## src/rtl/core/srd_pkg.sv

```systemverilog
`timescale 1ns / 1ps

package srd_pkg;

    // Field widths of the result channel.
    localparam int unsigned STATUS_W = 3;
    localparam int unsigned INDEX_W  = 6;

    // Frame delimiters and checksum seed.
    localparam logic [7:0] BYTE_DELIM  = 8'h07;
    localparam logic [7:0] BYTE_START2 = 8'hF0;
    localparam logic [7:0] BYTE_ZERO   = 8'h00;
    localparam logic [7:0] BYTE_END2   = 8'h0F;
    localparam logic [7:0] SUM_SEED    = 8'hAD;

    // Register map.
    localparam logic [1:0] REG_REPLY_COMMAND = 2'd0;

    // Result status codes.
    localparam logic [STATUS_W-1:0] ST_DATA      = 3'd0;
    localparam logic [STATUS_W-1:0] ST_BAD_START = 3'd1;
    localparam logic [STATUS_W-1:0] ST_BAD_CMD   = 3'd2;
    localparam logic [STATUS_W-1:0] ST_TOO_LONG  = 3'd3;
    localparam logic [STATUS_W-1:0] ST_BAD_SUM   = 3'd4;
    localparam logic [STATUS_W-1:0] ST_BAD_END   = 3'd5;

    // Position within the frame.
    typedef enum logic [3:0] {
        PH_HUNT   = 4'd0,
        PH_START2 = 4'd1,
        PH_ZERO   = 4'd2,
        PH_CMD    = 4'd3,
        PH_LEN    = 4'd4,
        PH_DATA   = 4'd5,
        PH_CSUM   = 4'd6,
        PH_END1   = 4'd7,
        PH_END2   = 4'd8
    } t_phase;

    // Sequencer of the shared compare and add unit.
    typedef enum logic [1:0] {
        SQ_IDLE = 2'd0,
        SQ_EVAL = 2'd1,
        SQ_READ = 2'd2,
        SQ_EMIT = 2'd3
    } t_seq;

endpackage

```

## src/rtl/core/srd_in_if.sv

```systemverilog
`timescale 1ns / 1ps

interface srd_in_if;
    logic       valid;
    logic       ready;
    logic [7:0] rx_byte;

    modport source (output valid, output rx_byte, input ready);
    modport sink (input valid, input rx_byte, output ready);
endinterface

```

## src/rtl/core/srd_out_if.sv

```systemverilog
`timescale 1ns / 1ps

interface srd_out_if;
    logic                           valid;
    logic                           ready;
    logic [srd_pkg::STATUS_W-1:0]   status;
    logic [7:0]                     payload_byte;
    logic [srd_pkg::INDEX_W-1:0]    payload_index;
    logic                           last;

    modport source (
        output valid, output status, output payload_byte,
        output payload_index, output last, input ready
    );
    modport sink (
        input valid, input status, input payload_byte,
        input payload_index, input last, output ready
    );
endinterface

```

## src/rtl/core/srd_ram.sv

```systemverilog
`timescale 1ns / 1ps

module srd_ram #(
    parameter int unsigned WIDTH = 8,
    parameter int unsigned DEPTH = 32,
    parameter int unsigned AW    = (DEPTH > 1) ? $clog2(DEPTH) : 1
) (
    input  logic             i_clk,
    input  logic             i_we,
    input  logic [AW-1:0]    i_waddr,
    input  logic [WIDTH-1:0] i_wdata,
    input  logic [AW-1:0]    i_raddr,
    output logic [WIDTH-1:0] o_rdata
);

    logic [WIDTH-1:0] r_mem [DEPTH];
    logic [WIDTH-1:0] r_rdata;

    always_ff @(posedge i_clk) begin
        if (i_we) begin
            r_mem[i_waddr] <= i_wdata;
        end
        r_rdata <= r_mem[i_raddr];
    end

    assign o_rdata = r_rdata;

endmodule

```

## src/rtl/core/serial_response_deframer.sv

```systemverilog
`timescale 1ns / 1ps

// Reply frame receiver. Bytes from the serial line arrive on i_rx, one per
// transfer; results leave on o_rsp. A frame is 07 F0 00 <cmd> <len> <data>
// <sum> 07 0F, where <cmd> must equal the reply_command register (APB byte
// address 0) and the sum starts at 0xAD over 00, cmd, len and data, counting
// only the first 0x07. Data bytes are held in a small RAM and, once the end
// pair checks out, sent as one result each with last on the final one. Any
// mismatch gives a single error result with last set.
// Each byte takes the transfer and then one pass through the shared compare
// and add unit; i_rx is not ready during that pass, so a new byte is taken
// only once the last is through. A good frame drains one data byte at a time
// through the single registered RAM read port; i_rx stays low till it ends.
// A stall on o_rsp holds the result in the output register; a new byte is
// still taken, but its own result waits until the register is free.
// Reset empties the output register, clears reply_command and puts the
// receiver back to hunting for a start byte; no clearing pass is needed.
module serial_response_deframer #(
    parameter int unsigned MAX_PAYLOAD = 32
) (
    input  logic                 i_clk,
    input  logic                 i_rst_n,
    srd_in_if.sink               i_rx,
    srd_out_if.source            o_rsp,
    input  logic                 psel,
    input  logic                 penable,
    input  logic                 pwrite,
    input  logic [1:0]           paddr,
    input  logic [31:0]          pwdata,
    output logic [31:0]          prdata,
    output logic                 pready
);

    localparam int unsigned AW = (MAX_PAYLOAD > 1) ? $clog2(MAX_PAYLOAD) : 1;
    localparam int unsigned CW = srd_pkg::INDEX_W;

    srd_pkg::t_seq   r_seq, n_seq;
    srd_pkg::t_phase r_phase, n_phase;
    logic [7:0]      r_sum, n_sum;
    logic            r_seen, n_seen;
    logic [CW-1:0]   r_len, n_len;
    logic [CW-1:0]   r_taken, n_taken;
    logic [CW-1:0]   r_idx, n_idx;
    logic [7:0]      r_byte;
    logic [7:0]      r_cmd;

    logic                          r_out_valid, n_out_valid;
    logic [srd_pkg::STATUS_W-1:0]  r_out_status, n_out_status;
    logic [7:0]                    r_out_byte, n_out_byte;
    logic [CW-1:0]                 r_out_index, n_out_index;
    logic                          r_out_last, n_out_last;

    logic                          out_free;
    logic [7:0]                    expected;
    logic                          match;
    logic                          add_en;
    logic [7:0]                    sum_added;
    logic                          sum_skip;
    logic                          ram_we;
    logic [7:0]                    ram_rdata;
    logic                          rx_accept;
    logic [srd_pkg::STATUS_W-1:0]  err_status;

    // Configuration port.
    assign pready = 1'b1;
    assign prdata = (paddr == srd_pkg::REG_REPLY_COMMAND) ? {24'd0, r_cmd} : 32'd0;

    always_ff @(posedge i_clk) begin
        if (!i_rst_n) begin
            r_cmd <= 8'd0;
        end else if (psel && penable && pwrite && paddr == srd_pkg::REG_REPLY_COMMAND) begin
            r_cmd <= pwdata[7:0];
        end
    end

    assign i_rx.ready = (r_seq == srd_pkg::SQ_IDLE);
    assign rx_accept  = i_rx.valid && i_rx.ready;

    assign o_rsp.valid         = r_out_valid;
    assign o_rsp.status        = r_out_status;
    assign o_rsp.payload_byte  = r_out_byte;
    assign o_rsp.payload_index = r_out_index;
    assign o_rsp.last          = r_out_last;

    assign out_free = !r_out_valid || o_rsp.ready;

    // Shared compare unit: the expected byte depends on the frame position.
    always_comb begin
        case (r_phase)
            srd_pkg::PH_START2: expected = srd_pkg::BYTE_START2;
            srd_pkg::PH_ZERO:   expected = srd_pkg::BYTE_ZERO;
            srd_pkg::PH_CMD:    expected = r_cmd;
            srd_pkg::PH_CSUM:   expected = r_sum;
            srd_pkg::PH_END2:   expected = srd_pkg::BYTE_END2;
            default:            expected = srd_pkg::BYTE_DELIM;
        endcase
    end

    assign match = (r_byte == expected);

    // Shared adder: only the first delimiter byte of a frame enters the sum.
    assign sum_skip  = (r_byte == srd_pkg::BYTE_DELIM) && r_seen;
    assign sum_added = r_sum + r_byte;

    srd_ram #(
        .WIDTH (8),
        .DEPTH (MAX_PAYLOAD),
        .AW    (AW)
    ) u_store (
        .i_clk   (i_clk),
        .i_we    (ram_we),
        .i_waddr (r_taken[AW-1:0]),
        .i_wdata (r_byte),
        .i_raddr (r_idx[AW-1:0]),
        .o_rdata (ram_rdata)
    );

    always_comb begin
        n_seq        = r_seq;
        n_phase      = r_phase;
        n_sum        = r_sum;
        n_seen       = r_seen;
        n_len        = r_len;
        n_taken      = r_taken;
        n_idx        = r_idx;
        n_out_valid  = r_out_valid && !o_rsp.ready;
        n_out_status = r_out_status;
        n_out_byte   = r_out_byte;
        n_out_index  = r_out_index;
        n_out_last   = r_out_last;
        add_en       = 1'b0;
        ram_we       = 1'b0;
        err_status   = srd_pkg::ST_DATA;

        case (r_seq)
            srd_pkg::SQ_IDLE: begin
                if (rx_accept) begin
                    n_seq = srd_pkg::SQ_EVAL;
                end
            end
            srd_pkg::SQ_EVAL: begin
                n_seq = srd_pkg::SQ_IDLE;
                case (r_phase)
                    srd_pkg::PH_START2: begin
                        if (match) begin
                            n_sum   = srd_pkg::SUM_SEED;
                            n_seen  = 1'b0;
                            n_len   = '0;
                            n_taken = '0;
                            n_phase = srd_pkg::PH_ZERO;
                        end else begin
                            err_status = srd_pkg::ST_BAD_START;
                        end
                    end
                    srd_pkg::PH_ZERO: begin
                        if (match) begin
                            add_en  = 1'b1;
                            n_phase = srd_pkg::PH_CMD;
                        end else begin
                            err_status = srd_pkg::ST_BAD_CMD;
                        end
                    end
                    srd_pkg::PH_CMD: begin
                        if (match) begin
                            add_en  = 1'b1;
                            n_phase = srd_pkg::PH_LEN;
                        end else begin
                            err_status = srd_pkg::ST_BAD_CMD;
                        end
                    end
                    srd_pkg::PH_LEN: begin
                        if (r_byte <= 8'(MAX_PAYLOAD)) begin
                            add_en  = 1'b1;
                            n_len   = r_byte[CW-1:0];
                            n_taken = '0;
                            n_phase = (r_byte == 8'd0) ? srd_pkg::PH_CSUM
                                                       : srd_pkg::PH_DATA;
                        end else begin
                            err_status = srd_pkg::ST_TOO_LONG;
                        end
                    end
                    srd_pkg::PH_DATA: begin
                        add_en  = 1'b1;
                        ram_we  = (r_taken < CW'(MAX_PAYLOAD));
                        n_taken = r_taken + 1'b1;
                        if (n_taken >= r_len) begin
                            n_phase = srd_pkg::PH_CSUM;
                        end
                    end
                    srd_pkg::PH_CSUM: begin
                        if (match) begin
                            n_phase = srd_pkg::PH_END1;
                        end else begin
                            err_status = srd_pkg::ST_BAD_SUM;
                        end
                    end
                    srd_pkg::PH_END1: begin
                        if (match) begin
                            n_phase = srd_pkg::PH_END2;
                        end else begin
                            err_status = srd_pkg::ST_BAD_END;
                        end
                    end
                    srd_pkg::PH_END2: begin
                        if (match) begin
                            n_phase = srd_pkg::PH_HUNT;
                            n_idx   = '0;
                            if (r_len != '0) begin
                                n_seq = srd_pkg::SQ_READ;
                            end
                        end else begin
                            err_status = srd_pkg::ST_BAD_END;
                        end
                    end
                    default: begin
                        n_phase = match ? srd_pkg::PH_START2 : srd_pkg::PH_HUNT;
                    end
                endcase

                // A failed check in any position but hunting and data gives
                // an error result; it waits here until the output is free.
                if (!match && r_phase != srd_pkg::PH_HUNT && r_phase != srd_pkg::PH_DATA
                        && r_phase != srd_pkg::PH_LEN) begin
                    if (out_free) begin
                        n_out_valid  = 1'b1;
                        n_out_status = err_status;
                        n_out_byte   = 8'd0;
                        n_out_index  = '0;
                        n_out_last   = 1'b1;
                        n_phase      = (r_byte == srd_pkg::BYTE_DELIM) ? srd_pkg::PH_START2
                                                                       : srd_pkg::PH_HUNT;
                    end else begin
                        n_seq   = srd_pkg::SQ_EVAL;
                        n_phase = r_phase;
                    end
                end else if (r_phase == srd_pkg::PH_LEN && r_byte > 8'(MAX_PAYLOAD)) begin
                    if (out_free) begin
                        n_out_valid  = 1'b1;
                        n_out_status = err_status;
                        n_out_byte   = 8'd0;
                        n_out_index  = '0;
                        n_out_last   = 1'b1;
                        n_phase      = srd_pkg::PH_HUNT;
                    end else begin
                        n_seq = srd_pkg::SQ_EVAL;
                    end
                end

                if (add_en && !sum_skip) begin
                    n_sum = sum_added;
                    if (r_byte == srd_pkg::BYTE_DELIM) begin
                        n_seen = 1'b1;
                    end
                end
            end
            srd_pkg::SQ_READ: begin
                n_seq = srd_pkg::SQ_EMIT;
            end
            srd_pkg::SQ_EMIT: begin
                if (out_free) begin
                    n_out_valid  = 1'b1;
                    n_out_status = srd_pkg::ST_DATA;
                    n_out_byte   = ram_rdata;
                    n_out_index  = r_idx;
                    n_out_last   = (r_idx + 1'b1 == r_len);
                    if (r_idx + 1'b1 == r_len) begin
                        n_seq = srd_pkg::SQ_IDLE;
                    end else begin
                        n_idx = r_idx + 1'b1;
                        n_seq = srd_pkg::SQ_READ;
                    end
                end
            end
            default: begin
                n_seq = srd_pkg::SQ_IDLE;
            end
        endcase
    end

    always_ff @(posedge i_clk) begin
        if (!i_rst_n) begin
            r_seq       <= srd_pkg::SQ_IDLE;
            r_phase     <= srd_pkg::PH_HUNT;
            r_sum       <= srd_pkg::SUM_SEED;
            r_seen      <= 1'b0;
            r_len       <= '0;
            r_taken     <= '0;
            r_idx       <= '0;
            r_out_valid <= 1'b0;
        end else begin
            r_seq       <= n_seq;
            r_phase     <= n_phase;
            r_sum       <= n_sum;
            r_seen      <= n_seen;
            r_len       <= n_len;
            r_taken     <= n_taken;
            r_idx       <= n_idx;
            r_out_valid <= n_out_valid;
        end
    end

    always_ff @(posedge i_clk) begin
        if (rx_accept) begin
            r_byte <= i_rx.rx_byte;
        end
        r_out_status <= n_out_status;
        r_out_byte   <= n_out_byte;
        r_out_index  <= n_out_index;
        r_out_last   <= n_out_last;
    end

endmodule

```

## src/flat_wrapper.sv

```systemverilog
// flat-port wrapper written by rule: the top's interface ports become plain ports
module serial_response_deframer_flat 
#(
    parameter int unsigned MAX_PAYLOAD = 32
)
  (i_clk, i_rst_n, psel, penable, pwrite, paddr, pwdata, prdata, pready, i_rx_valid, i_rx_rx_byte, i_rx_ready, o_rsp_valid, o_rsp_status, o_rsp_payload_byte, o_rsp_payload_index, o_rsp_last, o_rsp_ready);
  srd_in_if i_rx_i ();
  srd_out_if o_rsp_i ();
  input  logic i_clk;
  input  logic i_rst_n;
  input  logic psel;
  input  logic penable;
  input  logic pwrite;
  input  logic [1:0] paddr;
  input  logic [31:0] pwdata;
  output logic [31:0] prdata;
  output logic pready;
  input wire logic [$bits(i_rx_i.valid)-1:0] i_rx_valid;
  input wire logic [$bits(i_rx_i.rx_byte)-1:0] i_rx_rx_byte;
  output wire logic [$bits(i_rx_i.ready)-1:0] i_rx_ready;
  output wire logic [$bits(o_rsp_i.valid)-1:0] o_rsp_valid;
  output wire logic [$bits(o_rsp_i.status)-1:0] o_rsp_status;
  output wire logic [$bits(o_rsp_i.payload_byte)-1:0] o_rsp_payload_byte;
  output wire logic [$bits(o_rsp_i.payload_index)-1:0] o_rsp_payload_index;
  output wire logic [$bits(o_rsp_i.last)-1:0] o_rsp_last;
  input wire logic [$bits(o_rsp_i.ready)-1:0] o_rsp_ready;
  assign i_rx_i.valid = i_rx_valid;
  assign i_rx_i.rx_byte = i_rx_rx_byte;
  assign i_rx_ready = i_rx_i.ready;
  assign o_rsp_valid = o_rsp_i.valid;
  assign o_rsp_status = o_rsp_i.status;
  assign o_rsp_payload_byte = o_rsp_i.payload_byte;
  assign o_rsp_payload_index = o_rsp_i.payload_index;
  assign o_rsp_last = o_rsp_i.last;
  assign o_rsp_i.ready = o_rsp_ready;
  serial_response_deframer #(.MAX_PAYLOAD(MAX_PAYLOAD)) u_core (.i_clk(i_clk), .i_rst_n(i_rst_n), .i_rx(i_rx_i), .o_rsp(o_rsp_i), .psel(psel), .penable(penable), .pwrite(pwrite), .paddr(paddr), .pwdata(pwdata), .prdata(prdata), .pready(pready));
endmodule
```

## config.mk

```make
export PLATFORM = sky130hd
export DESIGN_NAME = serial_response_deframer_flat
export DESIGN_NICKNAME = d
export VERILOG_FILES = /design/src/rtl/core/srd_pkg.sv /design/src/rtl/core/srd_in_if.sv /design/src/rtl/core/srd_out_if.sv /design/src/rtl/core/srd_ram.sv /design/src/rtl/core/serial_response_deframer.sv /design/src/flat_wrapper.sv
export SDC_FILE = /design/constraint.sdc
export NUM_CORES = 1
export LEC_CHECK = 0
export BUFFER_PORTS_ARGS = -buffer_cell sky130_fd_sc_hd__buf_4
export CORE_ASPECT_RATIO = 1.4
export CORE_UTILIZATION = 50
export CTS_CLUSTER_SIZE = 10
export DETAILED_ROUTE_END_ITERATION = 8
export HOLD_SLACK_MARGIN = 0.08
export PLACE_DENSITY = 0.68
export SYNTH_ARGS = -nofsm -noshare
export SYNTH_HDL_FRONTEND = slang
export SYNTH_SLANG_ARGS = --single-unit
```

## constraint.sdc

```tcl
create_clock -name i_clk -period 7.17 [get_ports i_clk]
set_clock_uncertainty 0.15 [all_clocks]
set_input_delay 1.434 -clock i_clk [delete_from_list [all_inputs] [get_ports i_clk]]
set_output_delay 1.434 -clock i_clk [all_outputs]
set_load 0.1 [all_outputs]
```

# Word-level counts from Yosys, hierarchy flattened
# Memory sizes are Yosys's and may differ from the RTL's. A register that Yosys moved wholly into a read port is not among the register bits.
# Cells that the tools add are included.
# word_totals
memories,1
regBits,68
ram_bits,256
out_inout_bits,53
# classes
order_cmp,4
n_eq_ne,25
muxes,82
n_addsub,3
n_reduce_logical,35
# mem_list
name,words,width,rd,rd_clocked_by_memory_dff,write_ports,line,text
u_core.u_store.r_mem,32,8,1,1,1,srd_ram.sv:16,logic [WIDTH-1:0] r_mem [DEPTH];
# op_table
operator,count
two-way mux 8 bit,8
two-way mux 6 bit,10
two-way mux 4 bit,12
case mux 8 bit (5 select lines),1
case mux 6 bit (2 select lines),3
case mux 4 bit (8 select lines),1
two-way mux 2 bit,12
two-way mux 1 bit,21
two-way mux 3 bit,6
case mux 6 bit (3 select lines),1
equality test 4 x 3 -> 1 bit (second input constant),4
case mux 8 bit (2 select lines),1
case mux 3 bit (5 select lines),1
adder 6 x 1 -> 6 bit (second input constant),2
logical AND 1 bit,11
inequality test 2 x 1 -> 1 bit (second input constant),5
adder 8 bit,1
equality test 4 x 2 -> 1 bit (second input constant),2
equality test 8 x 3 -> 1 bit (second input constant),1
equality test 8 bit,1
greater-than comparator 8 x 6 -> 1 bit (second input constant),1
less-or-equal comparator 8 x 6 -> 1 bit (second input constant),1
logical NOT 8 bit,1
inequality test 4 x 3 -> 1 bit (second input constant),2
other kinds (25),40

# Depth between registers and ports, before layout
# logic_depth
depth_word,9
ltp_mapped,12
mapped_depth_nobuf,10

# By module
# From an unflattened synthesis, not the netlist that was laid out.
# unflattened
cells_unflattened,877
area_unflattened_um2,14279.9
# modules_own_cells
mod,n_inst,cells_each,area_per_inst_um2,seq_area_each_um2
srd_ram,1,417,10053.4,7847.5
serial_response_deframer,1,460,4226.6,1621.6

# Worst setup path before layout
# No wires, ideal clock.
# synth_path
path_kind,input to output
start,in paddr[1]
end,out prdata[0]
cell_stages,2
setup_slack_ps,3109
t_required_ps,5586
arrival_ps,2477
path_buffers,0
cell_sequence,nor2_1 and2_1
# synth_via
elab_chain_cells,2
# synth_rtl
item,line,text
from (decl),flat_wrapper.sv:14,input logic [1:0] paddr;
logical NOT 2 bit,serial_response_deframer.sv:66,"assign prdata = (paddr == srd_pkg::REG_REPLY_COMMAND) ? {24'd0, r_cmd} : 32'd0;"
two-way mux 8 bit,serial_response_deframer.sv:66,
to (decl),flat_wrapper.sv:16,output logic [31:0] prdata;
# Every way passes these cells.

# Worst setup path in the final report
# layout_path
start,in paddr[1]
end,out prdata[3]
# Same word-level chain as after synthesis.

==> out/results.txt <==
Worst path most repeated cell = buf_4
Initial antenna violation count = 0
Clock network power share = 0.439
Worst Hold Endpoint = u_core.r_idx[5]
Sequential Area = 0.00947 mm^2
Die Ht = 203 um
CTS resizes = 0
Worst slew pin tran = 1.01 ns
Post-route ant nets = 0
Final setup margin = 3.19 ns
Footprint of the multi-input gates = 0.00452 mm^2
R2R cell count = 9
Final nets = 1024
Worst EP arrival = 2.39 ns
DRC violations left = 0
Dpl ws = 3.18 ns
Synth top area share = 0.589
Fillers = 2210
Core Box Area = 0.0283 mm^2
Final instance area = 0.0162 mm^2
Final wirelength = 29700 um
Peak VDD IR = 0.180 mV
Hold path startpoint = u_core.r_idx[5]
Final setup fails = 0
Max-cap viol count = 0
Clock-pin slew on the worst setup and hold paths = 0.05 ns
Synth top cells by count = edfxtp_1, mux4_2, nor2_1
Slowest cell on crit path = nor2_1
Inserted Diodes = 0
Final Cycle Share = 0.554
Crit path buf inv count = 2
Vias in the first global route = 7949
First-pass GRT wire length = 45700 um
Final TNS setup = 0 ns
WL/cell = 21.9 um
Cells along the critical path = buf_4 -> nor2_1 -> and2_1 -> buf_4
IO Pins = 102
Share of layout cells above drive strength 1 = 0.218
Combinational power share = 0.039
1st-iter DRT viols = 397
Power per Cell Area = 250 mW/mm^2
CTS H-Tree Depth = 2
Port bufs = 52
Mapped Area = 0.0144 mm^2
Ys flop type = edfxtp_1
#FFs+latches synth = 332
Peak Freq = 252 MHz
Routability cong. = 0.803
Via density per instance = 5.86
Synth unique cells = 72
Switching portion of total power = 0.209
Reg2reg end = u_core.o_rsp.payload_byte[3]
Power consumption = 4040 uW
Final Hold Fails = 0
Crit. End Element = output port
Largest stage delay on the critical path = 0.36 ns
DP Area = 0.0150 mm^2
Reg-to-Reg Start = u_core.r_phase[0]
Crit-path max FO = 9
FP Rows = 73
Clock Root Buffer = clkbuf_16
Startpoint Class = input pin
Skew-Pair Late Insertion Delay = 0.52 ns
Post-detail-place hpwl = 18800 um
Slew margin rel. = 0.328
CP Class = in2out
Seq/Total Area, Yosys = 0.659
CP top delay family = simple AND/OR/NAND/NOR gates
Status = finished clean
Psw = 846 uW
Asr flop ratio synth = 0
Clock sink count = 332
R2R setup slack = 3.19 ns
GRT Overall Usage = 0.208
Post-synth EDFFs = 282
Seq pwr share = 0.522
Die width = 145 um
Hold buffers post-CTS = 0
Min Tclk post-route = 3.98 ns
Area delta synth->final = 12.4%
Synth Area per Inst = 16.0 um^2
WHS = 0.339 ns
Mapped Cells = 900
Leakage power = 0.00535 uW
Largest net degree at the start of global routing = 67
Via count = 7937
Worst Hold Class = reg2reg
Initial core utilization = 0.507
Hold depth = 2
1st-pass router iterations = 5
Worst EP required = 5.59 ns
YS warnings = 0
Max Slew Vio Count = 0
Congestion Overflow GR = 0
Setup Buffers After CTS = 0
CTS tree = done
Power Internal = 3200 uW
Max Buffers Root-to-Sink = 3
Cell taking the most area after synthesis = edfxtp_1
Most frequent cell after synthesis = edfxtp_1
RSZ-0062 raised after global routing = false
DIE AREA = 0.0294 mm^2
Area contributors post-synth = edfxtp_1, mux4_2, dfxtp_1
CTS Buf Count = 39
kinds of logic after synthesis:
| logic type | share of synthesized area |
|---|---|
| simple gates | 0.0783 |
| other cells | 0.000523 |
| buf+inv | 0.0325 |
| fa+ha+maj | 0.0171 |
| xor+xnor | 0.0152 |
| mux | 0.142 |
| flops | 0.659 |
| compound gates | 0.0550 |
power by group through the flow:
stage	Sequential, uW	Clock [uW]	Combinational, uW
after detailed placement	2150	0	158
after global routing	2110	1870	166
after global placement	2150	0	155
after floorplan	2160	0	110
final	2110	1770	158
after CTS	2110	1800	159
metal layers:
metal	vias up	routed length, um	global-route usage	share of wire
li1	3600	-	-	-
met2	233	16100	0.387	0.54
met4	0	802	0.0771	0.027
met5	-	0	0	0
met3	56	1230	0.0321	0.041
met1	4048	11500	0.241	0.39
per-stage QoR:
stage | std cells | utilization
2_1_floorplan | 923 | -
3_3_place_gp | 1290 | 0.530
3_5_place_dp | 1290 | 0.530
4_1_cts | 1354 | 0.570
5_1_grt | 1354 | 0.570
6_report | 1354 | 0.570
worst max-delay path by stage:
stage                      startpoint                      endpoint  depth (start not counted)
global placement             paddr[1]                     prdata[0]                          4
CTS                          paddr[1]                     prdata[3]                          4
detailed placement           paddr[1]                     prdata[3]                          4
finish                       paddr[1]                     prdata[3]                          4
global route        u_core.r_phase[0]  u_core.o_rsp.payload_byte[3]                          9
floorplan                    paddr[1]                     prdata[0]                          2
worst reg2reg max path, delay by kind of cell, from the launching register on:
family	cells	cell delay [ns]
simple gates	4	1.46
compound gates	3	0.89
flops	1	0.77
buf+inv	1	0.23
xor+xnor	1	0.20
flip-flops by register name, summed over array words and instances, names as in the netlist, 4 cells and up:
name and count:
u_core.r_cmd 8, u_core.r_phase 4, u_core.u_store.o_rdata 8, u_core.r_byte 8, u_core.r_sum 8, u_core.u_store.r_mem 256, u_core.r_idx 6, u_core.r_taken 6
u_core.o_rsp.payload_byte 8, u_core.o_rsp.payload_index 6, u_core.r_len 6
final cells by class:
| cell class | instances | share of cell area |
|---|---|---|
| Clock inverter | 1 | 0.000232 |
| Multi-Input combinational cell | 500 | 0.280 |
| Clock buffer | 63 | 0.0699 |
| Inverter | 17 | 0.00395 |
| Timing Repair Buffer | 66 | 0.0307 |
| Sequential cell | 332 | 0.587 |
| Tap cell | 375 | 0.0291 |
layout by cell type (no fill, tap or decap), types with 4 or more instances in the layout:
| cell | netlist | layout |
|---|---|---|
| edfxtp_1 | 282 | 282 |
| mux4_2 | 80 | 80 |
| buf_4 | 26 | 66 |
| nor2_1 | 60 | 60 |
| dfxtp_1 | 50 | 48 |
| nand2_1 | 44 | 44 |
| clkbuf_16 | 0 | 41 |
| conb_1 | 2 | 25 |
| nand3_1 | 24 | 24 |
| clkbuf_1 | 34 | 20 |
| and3_1 | 19 | 19 |
| xnor2_1 | 18 | 18 |
| ha_1 | 18 | 18 |
| inv_1 | 17 | 17 |
| a21oi_1 | 17 | 17 |
| nor3_1 | 15 | 15 |
| mux2i_1 | 15 | 15 |
| o21ai_0 | 13 | 13 |
| and2_1 | 12 | 12 |
| a31oi_1 | 11 | 11 |
| a21o_1 | 9 | 9 |
| mux2_2 | 8 | 8 |
| xor2_1 | 7 | 7 |
| nand2b_1 | 7 | 7 |
| nor2b_1 | 7 | 7 |
| o31ai_1 | 7 | 7 |
| nor4_1 | 6 | 6 |
| or3_1 | 6 | 6 |
| a22o_1 | 6 | 6 |
| nand4_1 | 5 | 5 |
| o22ai_1 | 5 | 5 |
| o21a_1 | 4 | 4 |
Note: power is estimated with default switching activity, not from simulation.
